==> src/rtl/tis_pkg.sv <==
// ----------------------------------------------------------------------------
// tis_pkg
// Shared types and constants for the triangle isoline segment block.
// ----------------------------------------------------------------------------
package tis_pkg;

	// Address bits of the queue between the front and back parts
	localparam int QUEUE_AW = 2;

	// Which corner is the odd one out
	typedef enum logic [1:0] {
		CORNER_NONE,
		CORNER_A,
		CORNER_B,
		CORNER_C
	} corner_t;

endpackage

==> src/rtl/tis_queue.sv <==
// ----------------------------------------------------------------------------
// tis_queue
// Short queue between the front and back parts.
// ----------------------------------------------------------------------------
module tis_queue #(
	parameter int ITEM_W = 8
) (
	input  logic              clk,
	input  logic              arst_n,
	input  logic              push,
	input  logic [ITEM_W-1:0] wdata,
	output logic              full,
	input  logic              pop,
	output logic              empty,
	output logic [ITEM_W-1:0] head
);
	import tis_pkg::*;

	localparam int DEPTH = 1 << QUEUE_AW;

	logic [ITEM_W-1:0]   mem_q [0:DEPTH-1];
	logic [QUEUE_AW-1:0] wp_q, rp_q;
	logic [QUEUE_AW:0]   cnt_q;

	assign full  = (cnt_q == (QUEUE_AW+1)'(DEPTH));
	assign empty = (cnt_q == '0);
	assign head  = mem_q[rp_q];

	always_ff @(posedge clk) begin
		if (push) begin
			mem_q[wp_q] <= wdata;
		end
	end

	always_ff @(posedge clk or negedge arst_n) begin
		if (!arst_n) begin
			wp_q  <= '0;
			rp_q  <= '0;
			cnt_q <= '0;
		end else begin
			if (push) begin
				wp_q <= wp_q + 1'b1;
			end
			if (pop) begin
				rp_q <= rp_q + 1'b1;
			end
			if (push && !pop) begin
				cnt_q <= cnt_q + 1'b1;
			end else if (pop && !push) begin
				cnt_q <= cnt_q - 1'b1;
			end
		end
	end

`ifndef ASSERT_OFF
	a_no_overflow: assert property (@(posedge clk) disable iff (!arst_n)
		full |-> !push)
		else $error("queue written while full");
	a_no_underflow: assert property (@(posedge clk) disable iff (!arst_n)
		empty |-> !pop)
		else $error("queue read while empty");
	a_count_tracks: assert property (@(posedge clk) disable iff (!arst_n)
		push && !pop |=> cnt_q == $past(cnt_q) + 1'b1)
		else $error("queue count lost a transfer");
`endif

endmodule

==> config.mk <==
export PLATFORM = sky130hd
export DESIGN_NAME = tis_queue
export DESIGN_NICKNAME = d
export VERILOG_FILES = /design/src/rtl/tis_pkg.sv /design/src/rtl/tis_queue.sv
export SDC_FILE = /design/constraint.sdc
export NUM_CORES = 1
export LEC_CHECK = 0
export BUFFER_PORTS_ARGS = -buffer_cell sky130_fd_sc_hd__clkbuf_2
export CAP_MARGIN = 5
export CORE_MARGIN = 1.5
export CORE_UTILIZATION = 50
export CTS_CLUSTER_SIZE = 28
export DETAILED_ROUTE_END_ITERATION = 8
export GPL_TIMING_DRIVEN = 0
export PLACE_DENSITY = 0.76
export SETUP_SLACK_MARGIN = 0.15
export SLEW_MARGIN = 25
export SYNTH_ARGS = -nofsm -noshare
export SYNTH_HDL_FRONTEND = slang
export SYNTH_SLANG_ARGS = --single-unit
==> constraint.sdc <==
create_clock -name clk -period 2.7 [get_ports clk]
set_input_delay 0.54 -clock clk [delete_from_list [all_inputs] [get_ports clk]]
set_output_delay 0.54 -clock clk [all_outputs]
set_load 0.05 [all_outputs]
==> flow_metrics.py <==
metrics = {
    "run_status": {
        "status": "finished, final reports clean",
    },
    "floorplanning": {
        "rows": 20,
        "die_w_um": 58.6,
        "coreArea_mm2": 0.00300,
        "io_pins": 22,
        "die_area_mm2": 0.00344,
        "die_h_um": 58.6,
        "initial_utilization_pct": 51.5,
    },
    "grt": {
        "grt_usage_pct": 14.9,
        "grt_max_degree": 13,
        "grt_most_used_layer": "met2",
        "grt_pass1_vias": 715,
        "grt.met1_usage_pct": 20.2,
        "overflow": 0,
        "grt_use_met3_pct": 7.69,
        "grt_use_met2_pct": 20.7,
        "grt_pass1_wl_um": 3460,
        "antenna_found_initial": 0,
    },
    "synthesis": {
        "yosys_register_bits": 39,
        "ys_warn_count": 0,
        "ys_seq_area_share_pct": 73.4,
        "synth_fp_nets": 94,
        "avgSynthCellArea_um2": 20.4,
        "syn-instance-count": 76,
        "syn_area_mm2": 0.00155,
        "yosysUniqueCellTypes": 17,
    },
    "worst_setup_path": {
        "worst-path-max-fanout": 10,
        "endpoint_kind": "primary output",
        "worstPathArrival_ns": 1.63,
        "regToRegStartpoint": "wp_q[0]",
        "reg2reg_slack_ns": 1.30,
        "crit_slowest_cell": "mux4_2",
        "reg2reg_to": "mem_q[2][5]",
        "critical_path_class": "flop to primary output",
        "max_stage_delay_ns": 0.52,
        "cp-start-kind": "flop",
        "crit_chain": "buf_6 > mux4_2 > clkbuf_2",
        "required_ns": 2.16,
        "rr_worst_depth": 3,
    },
    "cells_and_area": {
        "final_core_util_pct": 59.6,
        "nNetsFinal": 123,
        "layout_common_cells": "edfxtp_1, clkbuf_2, mux4_2",
        "fin_area_mm2": 0.00179,
        "area_growth_pct": 15.7,
        "drive_gt1_share_pct": 37.7,
        "fin_cells": 139,
        "layout_commonest_cell": "edfxtp_1",
        "diodes": 0,
        "fillCellCount": 217,
    },
    "clock_tree": {
        "cts_resized": 0,
        "cts.sinks": 39,
        "cts_made_buffers": 5,
        "cts_tree": "built",
        "clk_path_buf_depth": 2,
        "post-cts-setup-buffers": 0,
        "htree_levels": 2,
        "cts-root-buf": "clkbuf_4",
        "clk_latency_ns": 0.33,
        "clk_pin_slew_ns": 0.10,
        "postCtsHoldBufs": 0,
    },
    "sta": {
        "setup_violations": 0,
        "report.final.slew_viol_count": 0,
        "finClkSkew_ns": 0.00266,
        "fin_crit_sh_pct": 80.5,
        "hold_violations": 0,
        "fin_tns_setup_ns": 0,
        "min_period_ns": 2.17,
        "relSlewSlack_pct": 70.8,
        "max_freq_mhz": 460,
        "rsz0062_at_grt": "no",
        "worstMarginPinSlew_ns": 0.438,
        "worst_slack_ns": 0.526,
    },
    "detailed_routing": {
        "vias": 729,
        "drtPass1Iterations": 4,
        "first_iter_violations": 29,
        "wl_per_cell_um": 15.1,
        "vias_per_cell": 5.24,
        "wl_um": 2100,
        "ant_nets": 0,
        "drcViolationCount": 0,
    },
    "power": {
        "power_leakage_nw": 0.688,
        "peakVddDrop_mv": 0.553,
        "powerDensity_mw_per_mm2": 1180,
    },
    "min_path": {
        "hold_end": "rp_q[0]",
        "worstHoldStart": "pop",
        "hold_class": "primary input to flop",
        "holdPathStages": 2,
    },
    "place": {
        "post_dp_cell_area_mm2": 0.00169,
        "numPortBuffers": 21,
        "gp_congestion": 0.641,
        "hpwl_um": 1410,
        "dp_slack_ns": 0.851,
        "dp.cells": 130,
    },
    "job": {
        "maxCapViolCount": 0,
    },
}
==> sequential cells by signal (all words and copies together), names as in the netlist <==
register	count
cnt_q	3
mem_q	32
rp_q	2
wp_q	2
==> metal layers <==
metal  up-vias  wire length [um]
met1       352               946
li1        349                 -
met4         0                25
met2        24               988
met3         4               142
met5         -                 0
==> logic make-up after synthesis <==
kind of cell | count (synthesis) | share of synthesized area [%]
and+or+nand+nor | 9 | 3.15
AOI/OAI and AO/OA | 1 | 0.323
buffers and inverters | 6 | 2.02
muxes | 9 | 12.4
DFF | 39 | 73.4
xor gates and xnor gates | 6 | 3.40
adders and majority gates | 6 | 5.34
==> cell type report <==
class / instances / area (um^2) / area share (%)
timing repair buffer: 22 / 115 / 6.43
inverter: 4 / 15.0 / 0.839
tap: 33 / 41.3 / 2.31
clock buffer: 6 / 51.3 / 2.87
clock inverter: 2 / 35.0 / 1.96
buffer: 2 / 16.3 / 0.908
sequential: 39 / 1140 / 63.5
multi-input combinational: 31 / 380 / 21.2
==> where the power goes <==
part	internal [mW]	leakage (nW)	switching, mW	total (mW)
Combinational	0.283	0.264	0.562	0.846
Clock	0.219	0.0482	0.177	0.396
Sequential	0.806	0.376	0.0644	0.870
Total	1.31	0.688	0.804	2.11
==> stage by stage <==
| step | power (mW) | hold slack (ns) |
|---|---|---|
| global route | 2.24 | 0.382 |
| global placement | 1.72 | 0.384 |
| detailed placement | 1.75 | 0.388 |
| floorplan | 1.57 | 0.244 |
| CTS | 2.14 | 0.0113 |
| finish | 2.11 | 0.419 |
==> synth_stat cells <==
cell      count  area share [%]
inv_1         4            0.97
mux2_2        1            0.73
nor3_1        1            0.32
xor2_1        4             2.3
mux4_2        8              12
ha_1          5             4.0
dfrtp_1       7              11
and2_1        4             1.6
buf_6         1            0.73
nor3b_1       1            0.49
nand2_1       2            0.49
xnor2_1       2             1.1
edfxtp_1     32              62
buf_2         1            0.32
nor2_1        1            0.24
o21ai_0       1            0.32
fa_1          1             1.3
==> worst max-delay path by stage <==
| stage | from | end | slack [ns] |
|---|---|---|---|
| 6_report | rp_q[0] | head[1] | 0.53 |
| 5_1_grt | rp_q[0] | head[7] | 0.44 |
| 4_1_cts | rp_q[0] | head[1] | 0.50 |
| 3_5_place_dp | push | cnt_q[2] | 0.85 |
| 3_3_place_gp | rp_q[0] | head[1] | 0.88 |
| 2_1_floorplan | cnt_q[0] | full | 0.56 |
==> critical path: cells and delay by family (launching register included) <==
| family | cells | cell delay [ns] |
|---|---|---|
| DFF | 1 | 0.35 |
| buffers and inverters | 2 | 0.42 |
| muxes | 1 | 0.52 |
Power figures use the tool's default switching activity.
