==> src/rtl/tis_pkg.sv <==
// ----------------------------------------------------------------------------
// tis_pkg
// Shared types and constants for the triangle isoline segment block.
// ----------------------------------------------------------------------------
package tis_pkg;

	// Address bits of the queue between the front and back parts
	localparam int QUEUE_AW = 2;

	// Which corner is the odd one out
	typedef enum logic [1:0] {
		CORNER_NONE,
		CORNER_A,
		CORNER_B,
		CORNER_C
	} corner_t;

endpackage

==> src/rtl/tis_front.sv <==
// ----------------------------------------------------------------------------
// tis_front
// Accepts triangles, finds the odd corner, rotates the corners and forms the
// edge deltas and sign-normalized ratios. Triangles with no crossing are
// dropped here.
// ----------------------------------------------------------------------------
module tis_front #(
	parameter int COORD_BITS  = 32,
	parameter int SCALAR_BITS = 16,
	parameter int ITEM_W      = 8
) (
	input  logic                          clk,
	input  logic                          arst_n,
	input  logic                          in_valid,
	output logic                          in_stall,
	input  logic signed [COORD_BITS-1:0]  a_x,
	input  logic signed [COORD_BITS-1:0]  a_y,
	input  logic signed [COORD_BITS-1:0]  a_z,
	input  logic signed [COORD_BITS-1:0]  b_x,
	input  logic signed [COORD_BITS-1:0]  b_y,
	input  logic signed [COORD_BITS-1:0]  b_z,
	input  logic signed [COORD_BITS-1:0]  c_x,
	input  logic signed [COORD_BITS-1:0]  c_y,
	input  logic signed [COORD_BITS-1:0]  c_z,
	input  logic signed [SCALAR_BITS-1:0] val_a,
	input  logic signed [SCALAR_BITS-1:0] val_b,
	input  logic signed [SCALAR_BITS-1:0] val_c,
	output logic                          push,
	input  logic                          full,
	output logic [ITEM_W-1:0]             item
);
	import tis_pkg::*;

	localparam int CB = COORD_BITS;
	localparam int SB = SCALAR_BITS;

	corner_t sel;
	logic na, nb, nc, pa, pb, pc;
	logic signed [CB-1:0] px, py, pz, qx, qy, qz, rx, ry, rz;
	logic signed [SB-1:0] sp, sq, sr;
	logic signed [SB:0]   den1, den2, s1, s2;
	logic        [SB-1:0] m1, m2;
	logic signed [CB:0]   d1x, d1y, d1z, d2x, d2y, d2z;
	logic [ITEM_W-1:0]    item_d;

	logic              valid_s1;
	logic [ITEM_W-1:0] item_s1;

	always_comb begin
		na = val_a[SB-1];
		nb = val_b[SB-1];
		nc = val_c[SB-1];
		pa = !na && (val_a != '0);
		pb = !nb && (val_b != '0);
		pc = !nc && (val_c != '0);
		if ((na && !nb && !nc) || (pa && !pb && !pc)) begin
			sel = CORNER_A;
		end else if ((nb && !nc && !na) || (pb && !pc && !pa)) begin
			sel = CORNER_B;
		end else if ((nc && !na && !nb) || (pc && !pa && !pb)) begin
			sel = CORNER_C;
		end else begin
			sel = CORNER_NONE;
		end
	end

	always_comb begin
		case (sel)
			CORNER_B: begin
				px = b_x; py = b_y; pz = b_z; sp = val_b;
				qx = c_x; qy = c_y; qz = c_z; sq = val_c;
				rx = a_x; ry = a_y; rz = a_z; sr = val_a;
			end
			CORNER_C: begin
				px = c_x; py = c_y; pz = c_z; sp = val_c;
				qx = a_x; qy = a_y; qz = a_z; sq = val_a;
				rx = b_x; ry = b_y; rz = b_z; sr = val_b;
			end
			default: begin
				px = a_x; py = a_y; pz = a_z; sp = val_a;
				qx = b_x; qy = b_y; qz = b_z; sq = val_b;
				rx = c_x; ry = c_y; rz = c_z; sr = val_c;
			end
		endcase
	end

	always_comb begin
		den1 = {sp[SB-1], sp} - {sq[SB-1], sq};
		den2 = {sp[SB-1], sp} - {sr[SB-1], sr};
		// fold the denominator sign into the numerator
		if (den1[SB]) begin
			m1 = SB'(-den1);
			s1 = -{sp[SB-1], sp};
		end else begin
			m1 = SB'(den1);
			s1 = {sp[SB-1], sp};
		end
		if (den2[SB]) begin
			m2 = SB'(-den2);
			s2 = -{sp[SB-1], sp};
		end else begin
			m2 = SB'(den2);
			s2 = {sp[SB-1], sp};
		end
		d1x = {qx[CB-1], qx} - {px[CB-1], px};
		d1y = {qy[CB-1], qy} - {py[CB-1], py};
		d1z = {qz[CB-1], qz} - {pz[CB-1], pz};
		d2x = {rx[CB-1], rx} - {px[CB-1], px};
		d2y = {ry[CB-1], ry} - {py[CB-1], py};
		d2z = {rz[CB-1], rz} - {pz[CB-1], pz};
		item_d = {px, py, pz, d1x, d1y, d1z, d2x, d2y, d2z, s1, s2, m1, m2};
	end

	assign in_stall = valid_s1 && full;
	assign push     = valid_s1 && !full;
	assign item     = item_s1;

	always_ff @(posedge clk or negedge arst_n) begin
		if (!arst_n) begin
			valid_s1 <= 1'b0;
		end else if (!in_stall) begin
			valid_s1 <= in_valid && (sel != CORNER_NONE);
		end
	end

	always_ff @(posedge clk) begin
		if (in_valid && !in_stall) begin
			item_s1 <= item_d;
		end
	end

endmodule

==> config.mk <==
export PLATFORM = sky130hd
export DESIGN_NAME = tis_front
export DESIGN_NICKNAME = d
export VERILOG_FILES = /design/src/rtl/tis_pkg.sv /design/src/rtl/tis_front.sv
export SDC_FILE = /design/constraint.sdc
export NUM_CORES = 1
export LEC_CHECK = 0
export BUFFER_PORTS_ARGS = -buffer_cell sky130_fd_sc_hd__buf_4
export CAP_MARGIN = 20
export CORE_AREA = 5 5 132 134
export DETAILED_ROUTE_END_ITERATION = 16
export DIE_AREA = 0 0 137 139
export PLACE_DENSITY = 0.43
export SYNTH_ARGS = -nofsm -noshare
export SYNTH_HDL_FRONTEND = slang
export SYNTH_SLANG_ARGS = --single-unit
==> constraint.sdc <==
create_clock -name clk -period 1.8 [get_ports clk]
set_clock_uncertainty 0.1 [all_clocks]
set_input_delay 0.27 -clock clk [delete_from_list [all_inputs] [get_ports clk]]
set_output_delay 0.27 -clock clk [all_outputs]
set_load 0.02 [all_outputs]
==> metrics <==
status=finished, violations left; failing checks=setup timing; Slew Viols, Final=0; switch share=0.377; fin util=0.229; antenna-violating nets left=0; Total GRT Usage=0.0871; Setup crit end kind=flip-flop; first-pass GRT wire length=roughly 13 mm; PD cells=700 nW/µm²; Layout area overhead=107%; Final setup viols=8; routed len/inst=14.4 µm; post-route minimum period=between 3 and 4 ns; FP Rows=47; number of unique standard cell types used by synthesis=46; Logic pwr share=0.701; via/cell ratio=3.99; crit path buf inv count=7; Synth Register Bits=9; chip width=137 µm; # clock sinks=9; detailed placement HPWL=7.21 mm; post-synthesis sequential area ratio=0.148; part of the cycle the worst path needs=2.08; Leak=approximately 0.0015 µW; initial cell density of the core=0.110; post-route setup slack=-1.95 ns; CTS Buf Count=3; internal power=roughly 1600 µW; drt drc=0; Syn Area/Cell=8.23 µm²; H-tree depth=1; routed wire length=8.54 mm; port buffer count=between 60 and 70; switching power total=975 µW; CP max stage cell=mux2_2; setup total negative slack=-14.10 ns; total grt overflow=0; CP delay by family, top=compound AO/OA/AOI/OAI gates; die area=~19000 µm²; 1st-pass router iterations=4; largest net degree at the start of global routing=20; worst-path fanout max=6; Fin. Hold Viols=0; CORE AREA=about 16000 µm²; Slew headroom=0.687; Post-Syn Area=around 1800 µm²; Worst EP required=1.69 ns; Ys Warns=0; GPL Wtd Cong=0.847; Async SR Flop Fraction=0.111; CTS tree=done; RSZ-0062 raised after global routing=yes; CP Launch Type=primary input; maximum buffer depth of the clock tree=2; vias=2373; worst-path cell chain=buf_4 > nor4_4 > a41oi_4 > buf_6 > nor3_2 > buf_4 > a221oi_4 > buf_6 > buf_6 > o221a_4 > ha_4 > inv_2 > fa_2 > a21oi_4 > o22ai_2 > a311oi_2 > o32ai_2 > buf_4 > mux2_2; Max Cap Viol=0; Setup WS pre-CTS=-2.42 ns; n_diodes=0; Clk pwr share=0.159; die height=139 µm; share of post-route cells with drive strength above 1=0.588; # nets final=733; Largest stage delay, worst path=0.34 ns; vias in the first global route=2490; fin area=3700 µm²; syn nets=575; clock root cell=clkbuf_16; VDD IR-drop max=0.000359 V; Fmax=267 MHz; Worst-Skew Late Latency=0.24 ns; Cells after Synth=between 200 and 250; slew at the pin closest to its max-slew limit=approximately 0.46 ns; Starting DRT DRC Count=approximately 120; critical path class=in -> reg; number of flops mapped to enable cells by yosys=8; Reg power frac=0.140; area post-placement=3230 µm²; initial antenna violation count=0; clock slew at reported path FFs=~0.040 ns; worst hold-check path type=in -> reg; Worst Path Arrival=between 3 and 4 ns; ys flop type=edfxtp_1; # IOs=350
-- through the flow --
stage,hold WS [ns],power [µW],cells
after floorplan,-0.126,1170,217
after global placement,-0.0549,1950,574
after detailed placement,-0.0532,1960,574
after CTS,0.142,2530,590
after global routing,0.162,2750,594
final,0.142,2590,594
-- cell families after synthesis --
| logic type | synth area share |
|---|---|
| multiplexers | 0.00630 |
| AO/OA/AOI/OAI | 0.321 |
| adder cells (fa/ha/maj) | 0.130 |
| AND/OR/NAND/NOR | 0.267 |
| XOR/XNOR | 0.0665 |
| flip-flops | 0.148 |
| buffers and inverters | 0.0609 |
-- path summary, 6_finish.rpt --
check                      depth (start not counted)  slack (ns)     start       end
max                                               19       -1.95  val_b[7]   item[1]
max in group asynchronous                          2        1.27    arst_n  valid_s1
min                                                2        0.14  in_valid  valid_s1
min reg2reg                                        2        0.54  valid_s1  valid_s1
min in group asynchronous                          2        0.25    arst_n  valid_s1
max reg2reg                                        3        0.55  valid_s1   item[5]
-- cells in the mapped netlist (all sizes together), types with 2 or more instances --
cell type | number | share of area
nand2b | 31 | 0.11
o221ai | 18 | 0.088
ha | 17 | 0.12
nor2 | 16 | 0.034
o221a | 13 | 0.082
inv | 12 | 0.025
nand2 | 12 | 0.025
a21oi | 11 | 0.031
clkbuf | 9 | 0.019
nor4 | 9 | 0.032
xnor2 | 9 | 0.044
edfxtp | 8 | 0.13
nor3 | 5 | 0.014
nand3 | 4 | 0.011
nor2b | 4 | 0.014
a41oi | 3 | 0.023
buf | 3 | 0.017
o21ai | 3 | 0.0084
a211oi | 2 | 0.0084
a21o | 2 | 0.0084
a221oi | 2 | 0.020
a31oi | 2 | 0.0070
nand4 | 2 | 0.0070
o211ai | 2 | 0.011
xor2 | 2 | 0.0098
-- worst reg2reg max path: stages, from the launching register on --
cell     delay [ns]
dfrtp_1        0.36
and2_1         0.18
nor2b_1        0.12
buf_4          0.19
-- cell usage in the layout (no fill, tap or decap), types with 2 or more instances in the layout --
cell	instances
xor2_1	2
xnor2_1	9
nand3_1	4
nor3_2	3
edfxtp_1	8
nor2_1	14
nor3_1	2
buf_6	11
inv_1	10
ha_1	14
inv_2	2
nand2_1	12
buf_8	2
nor2_4	2
nor2b_1	4
nor4_4	6
nand4_1	2
a21o_1	2
nand2b_1	30
a21oi_1	9
a41oi_4	2
o221ai_1	16
ha_4	3
buf_4	150
o221a_2	12
nor4_2	3
clkbuf_16	3
-- power groups by stage --
stage	combinational, µW	sequential, µW	clock (µW)
after floorplan	735	439	0
after global placement	1580	370	0
after detailed placement	1590	370	0
after CTS	1750	368	415
after global routing	1950	373	423
final	1810	363	411
-- sequential cells by signal (all words and copies together) (netlist names) --
| name | flops |
|---|---|
| valid_s1 | 1 |
| item | 8 |
-- layer usage --
layer,wire length (µm),part of all wire,track usage
met1,4010,0.47,0.120
met2,3930,0.46,0.136
met3,389,0.046,0.0167
met4,206,0.024,0.0289
met5,0,0,0
-- layout make-up --
| cell class | instances | area, µm² |
|---|---|---|
| clock buffer | 4 | 78.8 |
| fill | 1769 | 12500 |
| inverter | 12 | 45.0 |
| multi-input combinational | 184 | 1730 |
| sequential | 9 | 265 |
| tap | 220 | 275 |
| timing repair buffer | 165 | 1310 |
-- timing repair --
| item | 4_1_cts | 5_1_grt |
|---|---|---|
| hold endpoints to repair | 1 | 0 |
| pin swaps | 14 | 19 |
| endpoints found under the setup margin | 9 | 9 |
| hold buffers | 1 | 0 |
| buffers inserted | 13 | 5 |
| gates resized for setup | 30 | 16 |
Power figures use the tool's default switching activity.
